`src/rtl/lpd_pkg.sv`:
```
// ----------------------------------------------------------------------------
// lpd_pkg
// Shared types and constants of the length-prefixed packet deframer.
// ----------------------------------------------------------------------------
package lpd_pkg;

  localparam int unsigned STORE_DEPTH = 32;
  localparam int unsigned STORE_AW = 5;
  localparam logic [15:0] MAX_LEN_RESET = 16'd29000;

  typedef enum logic [1:0] {
    ST_HUNT,
    ST_CHECK,
    ST_REPLAY,
    ST_BODY
  } state_t;

  typedef struct packed {
    logic [7:0]  data;
    logic        is_header;
    logic        last;
    logic        rejected;
    logic [15:0] packet_length;
  } result_t;

endpackage

```
`src/rtl/lpd_ram.sv`:
```
// ----------------------------------------------------------------------------
// lpd_ram
// Generic single-clock RAM, one write port, one read port, registered read.
// ----------------------------------------------------------------------------
module lpd_ram #(
  parameter int unsigned WIDTH = 8,
  parameter int unsigned DEPTH = 32
) (
  input  logic                     clk,
  input  logic                     we,
  input  logic [$clog2(DEPTH)-1:0] waddr,
  input  logic [WIDTH-1:0]         wdata,
  input  logic                     re,
  input  logic [$clog2(DEPTH)-1:0] raddr,
  output logic [WIDTH-1:0]         rdata
);

  logic [WIDTH-1:0] mem [DEPTH];

  always_ff @(posedge clk) begin
    if (we) begin
      mem[waddr] <= wdata;
    end
    if (re) begin
      rdata <= mem[raddr];
    end
  end

endmodule

```
`src/rtl/lpd_out_stage.sv`:
```
// ----------------------------------------------------------------------------
// lpd_out_stage
// Output register of the deframer: holds one result item until taken.
// ----------------------------------------------------------------------------
module lpd_out_stage
  import lpd_pkg::*;
(
  input  logic    clk,
  input  logic    rst,
  input  logic    load,
  input  result_t res_in,
  output logic    free,
  output logic    out_valid,
  input  logic    out_ready,
  output result_t res_out
);

  assign free = !out_valid || out_ready;

  always_ff @(posedge clk) begin
    if (rst) begin
      out_valid <= 1'b0;
    end else if (load) begin
      out_valid <= 1'b1;
    end else if (out_ready) begin
      out_valid <= 1'b0;
    end
  end

  always_ff @(posedge clk) begin
    if (load) begin
      res_out <= res_in;
    end
  end

endmodule

```
`src/rtl/length_prefixed_packet_deframer.sv`:
```
// ----------------------------------------------------------------------------
// length_prefixed_packet_deframer
// Body bytes: one per cycle while the output slot is free, result the cycle after.
// Header: HEAD_LEN items at one per cycle into the header RAM, the length
// check (a reject gives one rejected item), then HEAD_LEN items replayed from
// the registered RAM read at one per cycle while the output slot is free.
// Reset (rst, synchronous): hunts a header, max length 29000; RAM not cleared.
// ----------------------------------------------------------------------------
module length_prefixed_packet_deframer
  import lpd_pkg::*;
#(
  parameter int unsigned HEAD_LEN = 8,
  parameter int unsigned LEN_OFFSET = 0
) (
  input  logic        clk,
  input  logic        rst,
  input  logic        in_valid,
  output logic        in_ready,
  input  logic [7:0]  rx_byte,
  output logic        out_valid,
  input  logic        out_ready,
  output logic [7:0]  out_byte,
  output logic        out_is_header,
  output logic        out_last,
  output logic        out_rejected,
  output logic [15:0] out_packet_length,
  input  logic        cfg_valid,
  output logic        cfg_ready,
  input  logic [15:0] max_packet_length
);

  localparam int unsigned CNT_W = $clog2(HEAD_LEN + 1);
  localparam logic [CNT_W-1:0] CNT_LAST = CNT_W'(HEAD_LEN - 1);
  localparam logic [CNT_W-1:0] CNT_DONE = CNT_W'(HEAD_LEN);
  localparam logic [5:0] OFF_HI = 6'(LEN_OFFSET);
  localparam logic [5:0] OFF_LO = 6'(LEN_OFFSET + 1);
  localparam logic [15:0] HEAD_LEN16 = 16'(HEAD_LEN);

  state_t state, state_next;
  logic [CNT_W-1:0] hcnt;
  logic [CNT_W-1:0] rd_cnt;
  logic pend;
  logic pend_last;
  logic only_header;
  logic [15:0] bytes_left;
  logic [15:0] max_len;
  logic [7:0] len_hi;
  logic [7:0] len_lo;
  logic [15:0] packet_length;

  logic in_acc;
  logic slot_free;
  logic move;
  logic issue;
  logic reject;
  logic body_last;
  logic load;
  result_t load_res;
  result_t res_out;
  logic [7:0] rdata;

  assign packet_length = {len_hi, len_lo};
  assign in_acc = in_valid && in_ready;
  assign cfg_ready = 1'b1;
  assign reject = (packet_length < HEAD_LEN16) || (packet_length > max_len);
  assign body_last = (bytes_left == 16'd1);

  // next state
  always_comb begin
    state_next = state;
    case (state)
      ST_HUNT: begin
        if (in_acc && hcnt == CNT_LAST) begin
          state_next = ST_CHECK;
        end
      end
      ST_CHECK: begin
        if (!reject) begin
          state_next = ST_REPLAY;
        end else if (slot_free) begin
          state_next = ST_HUNT;
        end
      end
      ST_REPLAY: begin
        if (rd_cnt == CNT_DONE && !pend) begin
          state_next = only_header ? ST_HUNT : ST_BODY;
        end
      end
      ST_BODY: begin
        if (in_acc && body_last) begin
          state_next = ST_HUNT;
        end
      end
      default: state_next = ST_HUNT;
    endcase
  end

  // outputs
  always_comb begin
    in_ready = 1'b0;
    move = 1'b0;
    issue = 1'b0;
    load = 1'b0;
    load_res = '0;
    load_res.packet_length = packet_length;
    case (state)
      ST_HUNT: begin
        in_ready = 1'b1;
      end
      ST_CHECK: begin
        load = reject && slot_free;
        load_res.rejected = 1'b1;
      end
      ST_REPLAY: begin
        move = pend && slot_free;
        issue = (rd_cnt != CNT_DONE) && (!pend || move);
        load = move;
        load_res.data = rdata;
        load_res.is_header = 1'b1;
        load_res.last = pend_last;
      end
      ST_BODY: begin
        in_ready = slot_free;
        load = in_valid && slot_free;
        load_res.data = rx_byte;
        load_res.last = body_last;
      end
      default: begin
        in_ready = 1'b0;
      end
    endcase
  end

  always_ff @(posedge clk) begin
    if (rst) begin
      state <= ST_HUNT;
      hcnt <= '0;
      rd_cnt <= '0;
      pend <= 1'b0;
      pend_last <= 1'b0;
      only_header <= 1'b0;
      bytes_left <= '0;
      max_len <= MAX_LEN_RESET;
    end else begin
      state <= state_next;
      if (cfg_valid && cfg_ready) begin
        max_len <= max_packet_length;
      end
      if (state == ST_HUNT && in_acc) begin
        hcnt <= (hcnt == CNT_LAST) ? '0 : hcnt + 1'b1;
      end
      if (state == ST_CHECK) begin
        rd_cnt <= '0;
        only_header <= (packet_length == HEAD_LEN16);
        bytes_left <= packet_length - HEAD_LEN16;
      end else if (issue) begin
        rd_cnt <= rd_cnt + 1'b1;
      end
      if (issue) begin
        pend <= 1'b1;
        pend_last <= only_header && (rd_cnt == CNT_LAST);
      end else if (move) begin
        pend <= 1'b0;
      end
      if (state == ST_BODY && in_acc) begin
        bytes_left <= bytes_left - 16'd1;
      end
    end
  end

  // length bytes captured as the header streams in
  always_ff @(posedge clk) begin
    if (state == ST_HUNT && in_acc) begin
      if (6'(hcnt) == OFF_HI) begin
        len_hi <= rx_byte;
      end
      if (6'(hcnt) == OFF_LO) begin
        len_lo <= rx_byte;
      end
    end
  end

  lpd_ram #(
    .WIDTH(8),
    .DEPTH(STORE_DEPTH)
  ) u_header_ram (
    .clk  (clk),
    .we   (state == ST_HUNT && in_acc),
    .waddr(STORE_AW'(hcnt)),
    .wdata(rx_byte),
    .re   (issue),
    .raddr(STORE_AW'(rd_cnt)),
    .rdata(rdata)
  );

  lpd_out_stage u_out_stage (
    .clk      (clk),
    .rst      (rst),
    .load     (load),
    .res_in   (load_res),
    .free     (slot_free),
    .out_valid(out_valid),
    .out_ready(out_ready),
    .res_out  (res_out)
  );

  assign out_byte = res_out.data;
  assign out_is_header = res_out.is_header;
  assign out_last = res_out.last;
  assign out_rejected = res_out.rejected;
  assign out_packet_length = res_out.packet_length;

`ifndef SYNTHESIS
  a_pend_in_replay: assert property (@(posedge clk) disable iff (rst)
    pend |-> state == ST_REPLAY)
    else $error("header read outstanding outside replay");

  a_body_result: assert property (@(posedge clk) disable iff (rst)
    (state == ST_BODY && in_acc) |=> out_valid)
    else $error("body item gave no result");

  a_rd_cnt_range: assert property (@(posedge clk) disable iff (rst)
    rd_cnt <= CNT_DONE)
    else $error("replay counter past header length");

  a_no_input_in_replay: assert property (@(posedge clk) disable iff (rst)
    (state == ST_CHECK || state == ST_REPLAY) |-> !in_ready)
    else $error("input taken during check or replay");
`endif

endmodule
```
`config.mk`:
```
export PLATFORM = sky130hd
export DESIGN_NAME = length_prefixed_packet_deframer
export DESIGN_NICKNAME = d
export VERILOG_FILES = /design/src/rtl/lpd_pkg.sv /design/src/rtl/lpd_ram.sv /design/src/rtl/lpd_out_stage.sv /design/src/rtl/length_prefixed_packet_deframer.sv
export SDC_FILE = /design/constraint.sdc
export NUM_CORES = 1
export LEC_CHECK = 0
export BUFFER_PORTS_ARGS = -buffer_cell sky130_fd_sc_hd__buf_2
export CAP_MARGIN = 5
export CORE_UTILIZATION = 25
export DETAILED_ROUTE_END_ITERATION = 7
export MAX_ROUTING_LAYER = met4
export SLEW_MARGIN = 20
export SYNTH_ARGS = -nofsm -noshare
export SYNTH_HDL_FRONTEND = slang
export SYNTH_HIERARCHICAL = 1
export SYNTH_SLANG_ARGS = --single-unit
```
`constraint.sdc`:
```
create_clock -name clk -period 3.9 [get_ports clk]
set_input_delay 0.195 -clock clk [delete_from_list [all_inputs] [get_ports clk]]
set_output_delay 0.195 -clock clk [all_outputs]
set_load 0.005 [all_outputs]
```
# Word level (Yosys, flattened, before mapping)
# Memory sizes are Yosys's and may differ from the RTL's. A register that Yosys moved wholly into a read port is not among the register bits.
# Cells that the tools add are included.
[totals]
latchBits = 0
ram_bits = 256
in_bits = 29
memories = 1
output_inout_bits = 30
mem_bits_ro = 0
regBits = 89
[op_classes]
n_eq_ne = 14
mux = 24
bitwise = 0
shifts = 0
mul = 0
reduce_logical = 25
n_addsub = 4
div_mod_pow = 0
order_cmp = 2
[memory_table]
columns = ["name", "depth", "word_bits", "rd", "rd_clocked_by_memory_dff", "wr", "line", "source"]
rows = [
  ["u_header_ram.mem", 32, 8, 1, 1, 1, "lpd_ram.sv:18", "logic [WIDTH-1:0] mem [DEPTH];"],
]
[ops]
columns = ["cell", "n"]
rows = [
  ["16-bit two-way mux", 2],
  ["16-bit by 1-bit equality test with 1-bit output, second input constant", 1],
  ["16-bit by 4-bit equality test with 1-bit output, second input constant", 1],
  ["16-bit > comparator", 1],
  ["16-bit by 4-bit < comparator with 1-bit output, second input constant", 1],
  ["8-bit case mux with 2 select lines", 1],
  ["16-bit by 1-bit subtractor with 16-bit output, second input constant", 1],
  ["16-bit by 4-bit subtractor with 16-bit output, second input constant", 1],
  ["2-bit two-way mux", 6],
  ["1-bit logical AND", 11],
  ["1-bit two-way mux", 10],
  ["4-bit by 1-bit adder with 4-bit output, second input constant", 2],
  ["4-bit by 3-bit equality test with 1-bit output, second input constant", 2],
  ["2-bit case mux with 4 select lines", 1],
  ["2-bit != test, second input constant", 3],
  ["2-bit nonzero test", 3],
  ["2-bit equality test, second input constant", 2],
  ["4-bit by 1-bit equality test with 1-bit output, second input constant", 1],
  ["4-bit equality test, second input constant", 1],
  ["4-bit logical NOT", 1],
  ["4-bit two-way mux", 1],
  ["4-bit != test, second input constant", 1],
  ["1-bit case mux with 2 select lines", 2],
  ["2-bit AND reduction", 2],
  ["8 further kinds", 11],
]

# Longest topological paths before layout
# Gate-level depths: netlist (run 1).
[depth]
word_depth = 7
depth_mapped = 10
ltp_nobuf = 10

# Cells and area by module
# Netlist (run 1), hierarchy kept.
[by_module_without_submodules]
columns = ["module", "area_per_inst_um2", "n_inst", "seq_area_each_um2", "cells_each"]
rows = [
  ["lpd_ram", 10133.5, 1, 7927.6, 417],
  ["length_prefixed_packet_deframer", 3457.1, 1, 1381.3, 385],
  ["lpd_out_stage", 857.1, 1, 830.8, 31],
]

# Worst setup path before layout (run 1)
# OpenSTA, ideal clock, no wires.
[synth_path]
path_type = "reg2reg"
from = "register state[0]"
to = "register u_out_stage/res_out[0] (netlist name)"
t_arrival_ps = 2952
setup_time_ps = 455
path_stages_with_launch = 5
setup_slack_ps = 493
path_buffers = 1
synth_period_minus_slack_ps = 3407
t_required_ps = 3445
cell_sequence = "dfxtp_1 -> inv_1 -> ha_1 -> clkbuf_1 -> o31ai_1"
[synth_between]
elab_chain_len = 2
word_cells_on_any_way = 4
cone_classes = "eq/ne (3); mux (1)"
[synth_rtl]
columns = ["element", "line", "source"]
rows = [
  ["start, declared", "length_prefixed_packet_deframer.sv:39", "state_t state, state_next;"],
  ["start signal, assigned", "length_prefixed_packet_deframer.sv:145", "state <= state_next;"],
  ["2-bit equality test or 2-bit by 1-bit equality test with 1-bit output (tied branches)", "length_prefixed_packet_deframer.sv:106", "case (state)"],
  ["1-bit case mux with 3 select lines *", "length_prefixed_packet_deframer.sv:106", ""],
  ["net load", "length_prefixed_packet_deframer.sv:57", "logic load;"],
]
# Mark *: on every way through the listed nets, which the timed path passes. The rest lies on a longest branch.
# A chain may end at the register's enable or synchronous reset.

# Worst setup path in the final report (run 1)
[layout_path]
from = "register state[0]"
to = "memory u_header_ram.mem[0][3], enable pin"
[layout_between]
elab_chain_len = 6
word_cells_on_any_way = 7
cone_classes = "eq/ne (1); mux (3); reduce/logical (3)"
[layout_rtl]
columns = ["element", "line", "source"]
rows = [
  ["2-bit equality test or 2-bit logical NOT (tied branches)", "length_prefixed_packet_deframer.sv:106, length_prefixed_packet_deframer.sv:188", ""],
  ["1-bit case mux with 2 select lines", "length_prefixed_packet_deframer.sv:106", ""],
  ["1-bit logical AND", "length_prefixed_packet_deframer.sv:63", "assign in_acc = in_valid && in_ready;"],
  ["1-bit logical AND *", "length_prefixed_packet_deframer.sv:188", ".we (state == ST_HUNT && in_acc),"],
  ["1-bit two-way mux *", "lpd_ram.sv:21", "if (we) begin"],
  ["1-bit two-way mux (not written as such) *", "lpd_ram.sv:22", "mem[waddr] <= wdata;"],
  ["end, declared", "lpd_ram.sv:18", ""],
]
# Mark *: on every way between the ends. The rest lies on a longest branch, timed or not.

==> results of run 1 <==
==> final cells by class <==
class	instances	area (um2)
Inverter	32	120
Timing Repair Buffer	92	591
Clock buffer	53	1100
Antenna cell	2	5.00
Clock inverter	11	101
Sequential cell	353	10100
Fill cell	5469	39600
Multi-Input combinational cell	420	4060
Tap cell	756	946
==> worst max-delay path, stage by stage, from the launching register on <==
cell,delay (ns)
dfxtp_1,0.39
inv_1,0.09
ha_1,0.31
nor2b_1,0.29
nand2_1,0.20
inv_1,0.22
or3b_2,0.60
nor2_1,0.57
==> sequential cells by signal, summed over array words and instances, names as in the netlist <==
name	count
bytes_left	16
hcnt	4
len_hi	8
len_lo	8
max_len	16
only_header	1
pend	1
pend_last	1
rd_cnt	4
state	2
u_header_ram/mem	256
u_header_ram/rdata	8
u_out_stage/out_valid	1
u_out_stage/res_out	27
==> per-stage QoR <==
stage	hold slack [ns]	util, %
after global routing	0.164	30.1
after CTS	0.129	30.1
final	0.160	30.1
after floorplan	0.257	-
after global placement	0.419	27.7
after detailed placement	0.427	27.7
==> kinds of logic after synthesis <==
family                   count (synthesis)  share of synthesized area (%)
buffers and inverters                   68                           2.04
adder cells (fa/ha/maj)                 28                           2.42
flip-flops                             353                           70.2
AND/OR/NAND/NOR                        176                           5.98
other                                    2                         0.0520
multiplexers                           101                           14.0
XOR/XNOR                                13                          0.788
AO/OA/AOI/OAI                           92                           4.54
==> power groups by stage <==
stage | clock network [W] | registers, W | logic [W]
final | 0.00350 | 0.00428 | 0.000530
after global routing | 0.00374 | 0.00428 | 0.000592
after CTS | 0.00359 | 0.00428 | 0.000527
after detailed placement | 0 | 0.00435 | 0.000511
after global placement | 0 | 0.00435 | 0.000503
after floorplan | 0 | 0.00433 | 0.000331
==> placed cells by master (no fill, tap or decap), types with 9 or more instances in the layout <==
cell,n
inv_1,32
dlygate4sd3_1,17
mux2i_1,13
nor2_1,72
nor3_1,13
buf_2,57
buf_4,18
conb_1,10
clkbuf_1,9
nand2_1,32
a21oi_1,22
edfxtp_1,307
mux4_2,80
clkbuf_16,41
ha_1,28
dfxtp_1,44
o21ai_0,17
o211ai_1,9
==> routing by layer <==
layer	wire, um	vias up	GRT usage, %	share of wire (%)
met4	839	0	3.83	2.5
met2	15400	233	17.6	47
met1	14800	3980	15.3	45
li1	-	3509	-	-
met5	0	-	-	0
met3	1910	55	2.85	5.8
==> worst max path at each step <==
stage | startpoint | endpoint | slack, ns
floorplan | state[0]$_SDFFE_PP0P_ | u_out_stage/res_out[0]$_DFFE_PP_ | 0.49
global placement | state[0]$_SDFFE_PP0P_ | u_header_ram/mem[4][7]$_DFFE_PP_ | 1.05
detailed placement | state[0]$_SDFFE_PP0P_ | u_header_ram/mem[0][4]$_DFFE_PP_ | 0.89
CTS | state[0]$_SDFFE_PP0P_ | u_header_ram/mem[0][4]$_DFFE_PP_ | 0.87
global route | state[0]$_SDFFE_PP0P_ | u_header_ram/mem[0][7]$_DFFE_PP_ | 0.65
finish | state[0]$_SDFFE_PP0P_ | u_header_ram/mem[0][3]$_DFFE_PP_ | 0.86
==> timing repair <==
item                      in CTS  in global routing
hold endpoints to repair      17                  0
hold buffers                  17                  0
buffers inserted               0                  0
==> out/qor.csv, run 1 <==
stage,metric,value,unit
outcome,status,"complete, no violations",
power_and_ir_drop,clockPowerShare,42.1,%
min_path,hp-start,cfg_valid,
clocking,cts_buffer_depth,3,
setup_path,r2r_slack,0.86,ns
power_and_ir_drop,power.leakage,5.45,nW
place,dp_hpwl,20900,um
timing,slew_headroom,41.1,%
timing,skew,0.0174,ns
clocking,clock_latency,0.54,ns
routing,vias_per_cell,4.52,
timing,drv_slew,0,
clocking,h-tree-depth,2,
clocking,cts_tree,yes,
setup_path,worstSetupPathType,reg2reg,
yosys,synth_most_common_cell,edfxtp_1,
yosys,synth_cells,833,
setup_path,cp-end-kind,flop,
yosys,async_flop_share,0,%
finish,fin_area,17100,um2
power_and_ir_drop,ir_drop,252,uV
floorplanning,die-width,242,um
routing,first_pass_iters,5,
yosys,ys_ff_latch,353,
yosys,syn_area_per_cell,17.3,um2
routing,vias,7777,
floorplanning,core_area,56700,um2
routing,drt-initial-drc-count,569,
grt,antenna_found_initial,2,
timing,min_period_over_period,77.9,%
power_and_ir_drop,cell_internal_pwr,0.00649,W
power_and_ir_drop,total_power,0.00830,W
timing,hold_violations,0,
timing,tns,0,ns
place,port_buffers,57,
floorplanning,rows,87,
finish,nNetsFinal,995,
clocking,cts_resized,0,
timing,min_period,3.04,ns
grt,grt_pass1_vias,7788,
timing,tightest_slew,0.881,ns
job,drv_cap,0,
setup_path,cp.arrival,3.20,ns
setup_path,r2r_cells,7,
power_and_ir_drop,seqPwrFrac,51.5,%
clocking,cts_buffers,39,
yosys,synth-edff-count,307,
power_and_ir_drop,power_frac_comb,6.4,%
grt,overflow,0,
timing,rsz0062_at_grt,no,
clocking,clk_pin_slew,0.06,ns
setup_path,cp.required,4.06,ns
routing,wl,33000,um
power_and_ir_drop,p_sw,0.00182,W
min_path,min_to,max_len[13]$_SDFFE_PP1P_,
timing,fin_ws,0.861,ns
yosys,synthFlopType,edfxtp_1,
grt,grtUsageTotal,11.7,%
yosys,synthTopCellsByCount,"edfxtp_1 (307), mux4_2 (80), nor2_1 (72)",
grt,grt_max_degree,41,
timing,max_freq,329,MHz
place,dp.cells,1636,
routing,ant_nets,0,
setup_path,worstPathMaxFanout,8,
min_path,min_path_cells,3,
setup_path,start_kind,flop,
place,post-place-ws,0.891,ns
setup_path,reg2reg_from,state[0]$_SDFFE_PP0P_,
yosys,synthTopCellsByArea,"edfxtp_1 (64%), mux4_2 (12%), dfxtp_1 (6.4%)",
yosys,synth_top_area_cell,edfxtp_1,
yosys,synth_top_area_share,63.8,%
yosys,yosysSeqAreaShare,70.2,%
yosys,syn_area,14400,um2
yosys,yosysWarnings,6,
place,routabilityCongestion,0.847,
floorplanning,io_pins,59,
floorplanning,die_area,58800,um2
finish,final_layout_size_suffix_gt1_share,23.9,%
routing,wl_per_cell,19.2,um
finish,instances_no_fill,1719,
min_path,hold_class,in2reg,
floorplanning,start_util,25.5,%
setup_path,timing.rr.end,u_header_ram/mem[0][3]$_DFFE_PP_,
routing,drc,0,
floorplanning,dieHeight,242,um
clocking,root_buffer,clkbuf_16,
timing,setup_viol,0,
clocking,clkSinkCount,353,
power_and_ir_drop,powerDensity,486,nW/um2
place,place_area,15700,um2
yosys,ys_types,59,
finish,areaGrowthSynthToFinish,18.2,%
power_and_ir_drop,switching_share,21.9,%
grt,grt_pass1_wl,50400,um
(Power assumes the default switching activity.)
==> inputs of run 2 (changes only) <==
Settings changed: ABC_AREA set to 1.
Clock period 3.9 ns to 2.95 ns, I/O delays scaled along.
==> out/qor.csv, run 2 <==
stage,metric,value,unit,change
yosys,synth_cells,1422,,+71%
setup_path,start_kind,flop,,
yosys,synth-simple-area-share,21.3,%,+15 points
yosys,yosys.area_share.adder,2.29,%,-0.14 points
yosys,ys_types,45,,-24%
timing,max_freq,370,MHz,+12%
timing,tns,0,ns,unchanged
finish,areaGrowthSynthToFinish,17.2,%,
yosys,synth_most_common_cell,nand2_1,,
grt,overflow,0,,unchanged
clocking,cts_tree,yes,,
yosys,synthTopCellsByArea,"edfxtp_1 (60%), nand2_1 (11%), nand3_1 (7.5%)",,
place,routabilityCongestion,0.862,,+1.7%
yosys,syn_area,15300,um2,+5.9%
routing,first_pass_iters,5,,unchanged
finish,reg_top3,"u_header_ram/mem x256, u_out_stage/res_out x27",,
outcome,status,"complete, no violations",,
finish,largest_register,u_header_ram/mem,,
clocking,clkSinkCount,353,,unchanged
yosys,synth_top_family_by_area,simple AND/OR/NAND/NOR gates,,
power_and_ir_drop,power.leakage,6.65,nW,+22%
setup_path,cp-end-kind,flop,,
timing,rsz0062_at_grt,no,,
setup_path,path_delay_family,simple AND/OR/NAND/NOR gates,,
routing,wl,38100,um,+16%
power_and_ir_drop,powerDensity,630,nW/um2,+30%
timing,min_period_over_period,91.7,%,+14 points
yosys,synthMuxAreaShare,0,%,-14 points
floorplanning,die_area,62200,um2,+5.9%
finish,final_cell_mix,"nand2_1 (433), edfxtp_1 (307), nand3_1 (229)",,
grt,grt_pass1_wl,59400,um,+18%
finish,nNetsFinal,1576,,+58%
clocking,h-tree-depth,2,,unchanged
setup_path,crit_chain,inv_1 > ha_1 > inv_2 > a21oi_4 > nand2_4 > inv_2 > nand2_2 > inv_1 > nand3_1 > nor2_1 > buf_4,,
place,dp_hpwl,23100,um,+10%
yosys,synth-compound-area-share,4.50,%,-0.042 points
timing,slew_headroom,34.3,%,-6.8 points
power_and_ir_drop,ir_drop,335,uV,+33%
job,drv_cap,0,,unchanged
routing,vias,10676,,+37%
grt,grt_max_degree,94,,+130%
grt,use_met1,15.9,%,+0.59 points
grt,met2_usage,20.0,%,+2.3 points
setup_path,cp.required,3.20,ns,-0.86 ns
clocking,clock_latency,0.56,ns,+0.02 ns
yosys,ys_ff_latch,353,,unchanged
setup_path,cp.arrival,2.96,ns,-0.24 ns
finish,final_layout_size_suffix_gt1_share,11.2,%,-13 points
setup_path,worstPathMaxFanout,8,,unchanged
finish,post-route-util,29.7,%,-0.43 points
yosys,async_flop_share,0,%,unchanged
floorplanning,start_util,25.3,%,-0.16 points
timing,min_period,2.70,ns,-0.334 ns
yosys,syn_area_per_cell,10.8,um2,-38%
timing,tightest_slew,0.986,ns,+0.105 ns
floorplanning,io_pins,59,,unchanged
yosys,synth-edff-count,307,,unchanged
clocking,cts_buffer_depth,3,,unchanged
yosys,synth_top_area_share,60.2,%,-3.6 points
yosys,yosysSeqAreaShare,66.2,%,-3.9 points
min_path,hold_class,in2reg,,
yosys,yosys.area_share.xor_xnor,0.572,%,-0.22 points
timing,hold_ws,0.0801,ns,-0.0797 ns
routing,ant_nets,0,,unchanged
routing,wl_per_cell,16.3,um,-15%
setup_path,crit_slowest_cell,nand3_1,,
floorplanning,dieHeight,249,um,+2.9%
grt,antenna_found_initial,3,,+1
timing,setup_viol,0,,unchanged
yosys,synth_top_area_cell,edfxtp_1,,
setup_path,crit_buf_inv,5,,+3
routing,drc,0,,unchanged
finish,largest_reg_flops,256,,unchanged
clocking,root_buffer,clkbuf_16,,
clocking,cts_buffers,39,,unchanged
floorplanning,die-width,249,um,+2.9%
setup_path,slowest_delay,0.46,ns,-0.14 ns
yosys,synthFlopType,edfxtp_1,,
grt,grt_pass1_vias,10538,,+35%
grt,grtUsageMet3,2.38,%,-0.47 points
timing,drv_slew,0,,unchanged
place,dp.cells,2233,,+36%
place,post-place-ws,0.317,ns,-0.574 ns
yosys,synthTopCellsByCount,"nand2_1 (433), edfxtp_1 (307), nand3_1 (229)",,
yosys,yosysWarnings,6,,unchanged
grt,grtUsageTotal,12.5,%,+0.85 points
grt,busiest_layer,met2,,
timing,hold_violations,0,,unchanged
routing,vias_per_cell,4.57,,+1.1%
timing,skew,0.0265,ns,+0.00916 ns
floorplanning,core_area,60500,um2,+6.6%
place,port_buffers,57,,unchanged
finish,final_common_cell,nand2_1,,
clocking,clk_pin_slew,0.06,ns,about the same
finish,instances_no_fill,2335,,+36%
setup_path,worstSetupPathType,reg2reg,,
floorplanning,rows,90,,+3.4%
timing,fin_ws,0.245,ns,-0.616 ns
routing,drt-initial-drc-count,881,,+55%
## run 2: worst reg2reg max path, delay by kind of cell, from the launching register on
kind	cells	cell delay [ns]
compound gates	1	0.19
fa+ha+maj	1	0.30
buf+inv	5	0.68
flops	1	0.33
simple gates	4	0.91
## run 2: power by group
group	leakage [nW]	switching, W	total (W)	internal (W)
Clock	0.634	0.00198	0.00483	0.00285
Sequential	3.16	0.0000779	0.00564	0.00556
Combinational	2.85	0.000580	0.000842	0.000262
## run 2: layout make-up
type,count,area (um2)
diodes,3,7.51
clock inverters,22,206
multi-input cells,927,4420
clock buffers,50,1070
flip-flops and latches,353,10100
fillers,6114,42500
repair buffers,115,801
inverters,83,315
well taps,782,978
## run 2: cells by family after synthesis
family          after synthesis
other cells                   2
compound gates              119
flops                       353
xor+xnor                     10
simple gates                763
fa+ha+maj                    28
buf+inv                     147
## run 2: final timing paths
| path | startpoint | endpoint | slack [ns] | depth (start not counted) |
|---|---|---|---|---|
| worst max-delay path | state[0]$_SDFFE_PP0P_ | u_header_ram/mem[12][4]$_DFFE_PP_ | 0.25 | 11 |
| worst min-delay path | rst | u_out_stage/out_valid$_SDFFE_PP0P_ | 0.08 | 3 |
| worst min register to register | len_lo[0]$_DFFE_PP_ | u_out_stage/res_out[0]$_DFFE_PP_ | 0.45 | 0 |
| worst max register to register | state[0]$_SDFFE_PP0P_ | u_header_ram/mem[12][4]$_DFFE_PP_ | 0.25 | 11 |
## run 2: stage by stage
step                      total power [W]  instance area (um2)
after floorplan                   0.00623                15300
after global placement            0.00651                16400
after detailed placement          0.00653                16400
after CTS                          0.0114                17900
after global routing               0.0117                17900
final                              0.0113                17900
## run 2: layer usage
layer / vias to the layer above / share of wire (%)
met4: 0 / 2.4
met2: 306 / 47
met1: 5202 / 45
li1: 5104 / -
met5: - / 0
met3: 64 / 6.2
## run 2: repair_timing
action                                 in CTS  in global routing
gates resized for setup                     0                  0
buffers inserted                            0                  0
endpoints found under the hold margin      17                  0
hold buffers                               27                  0
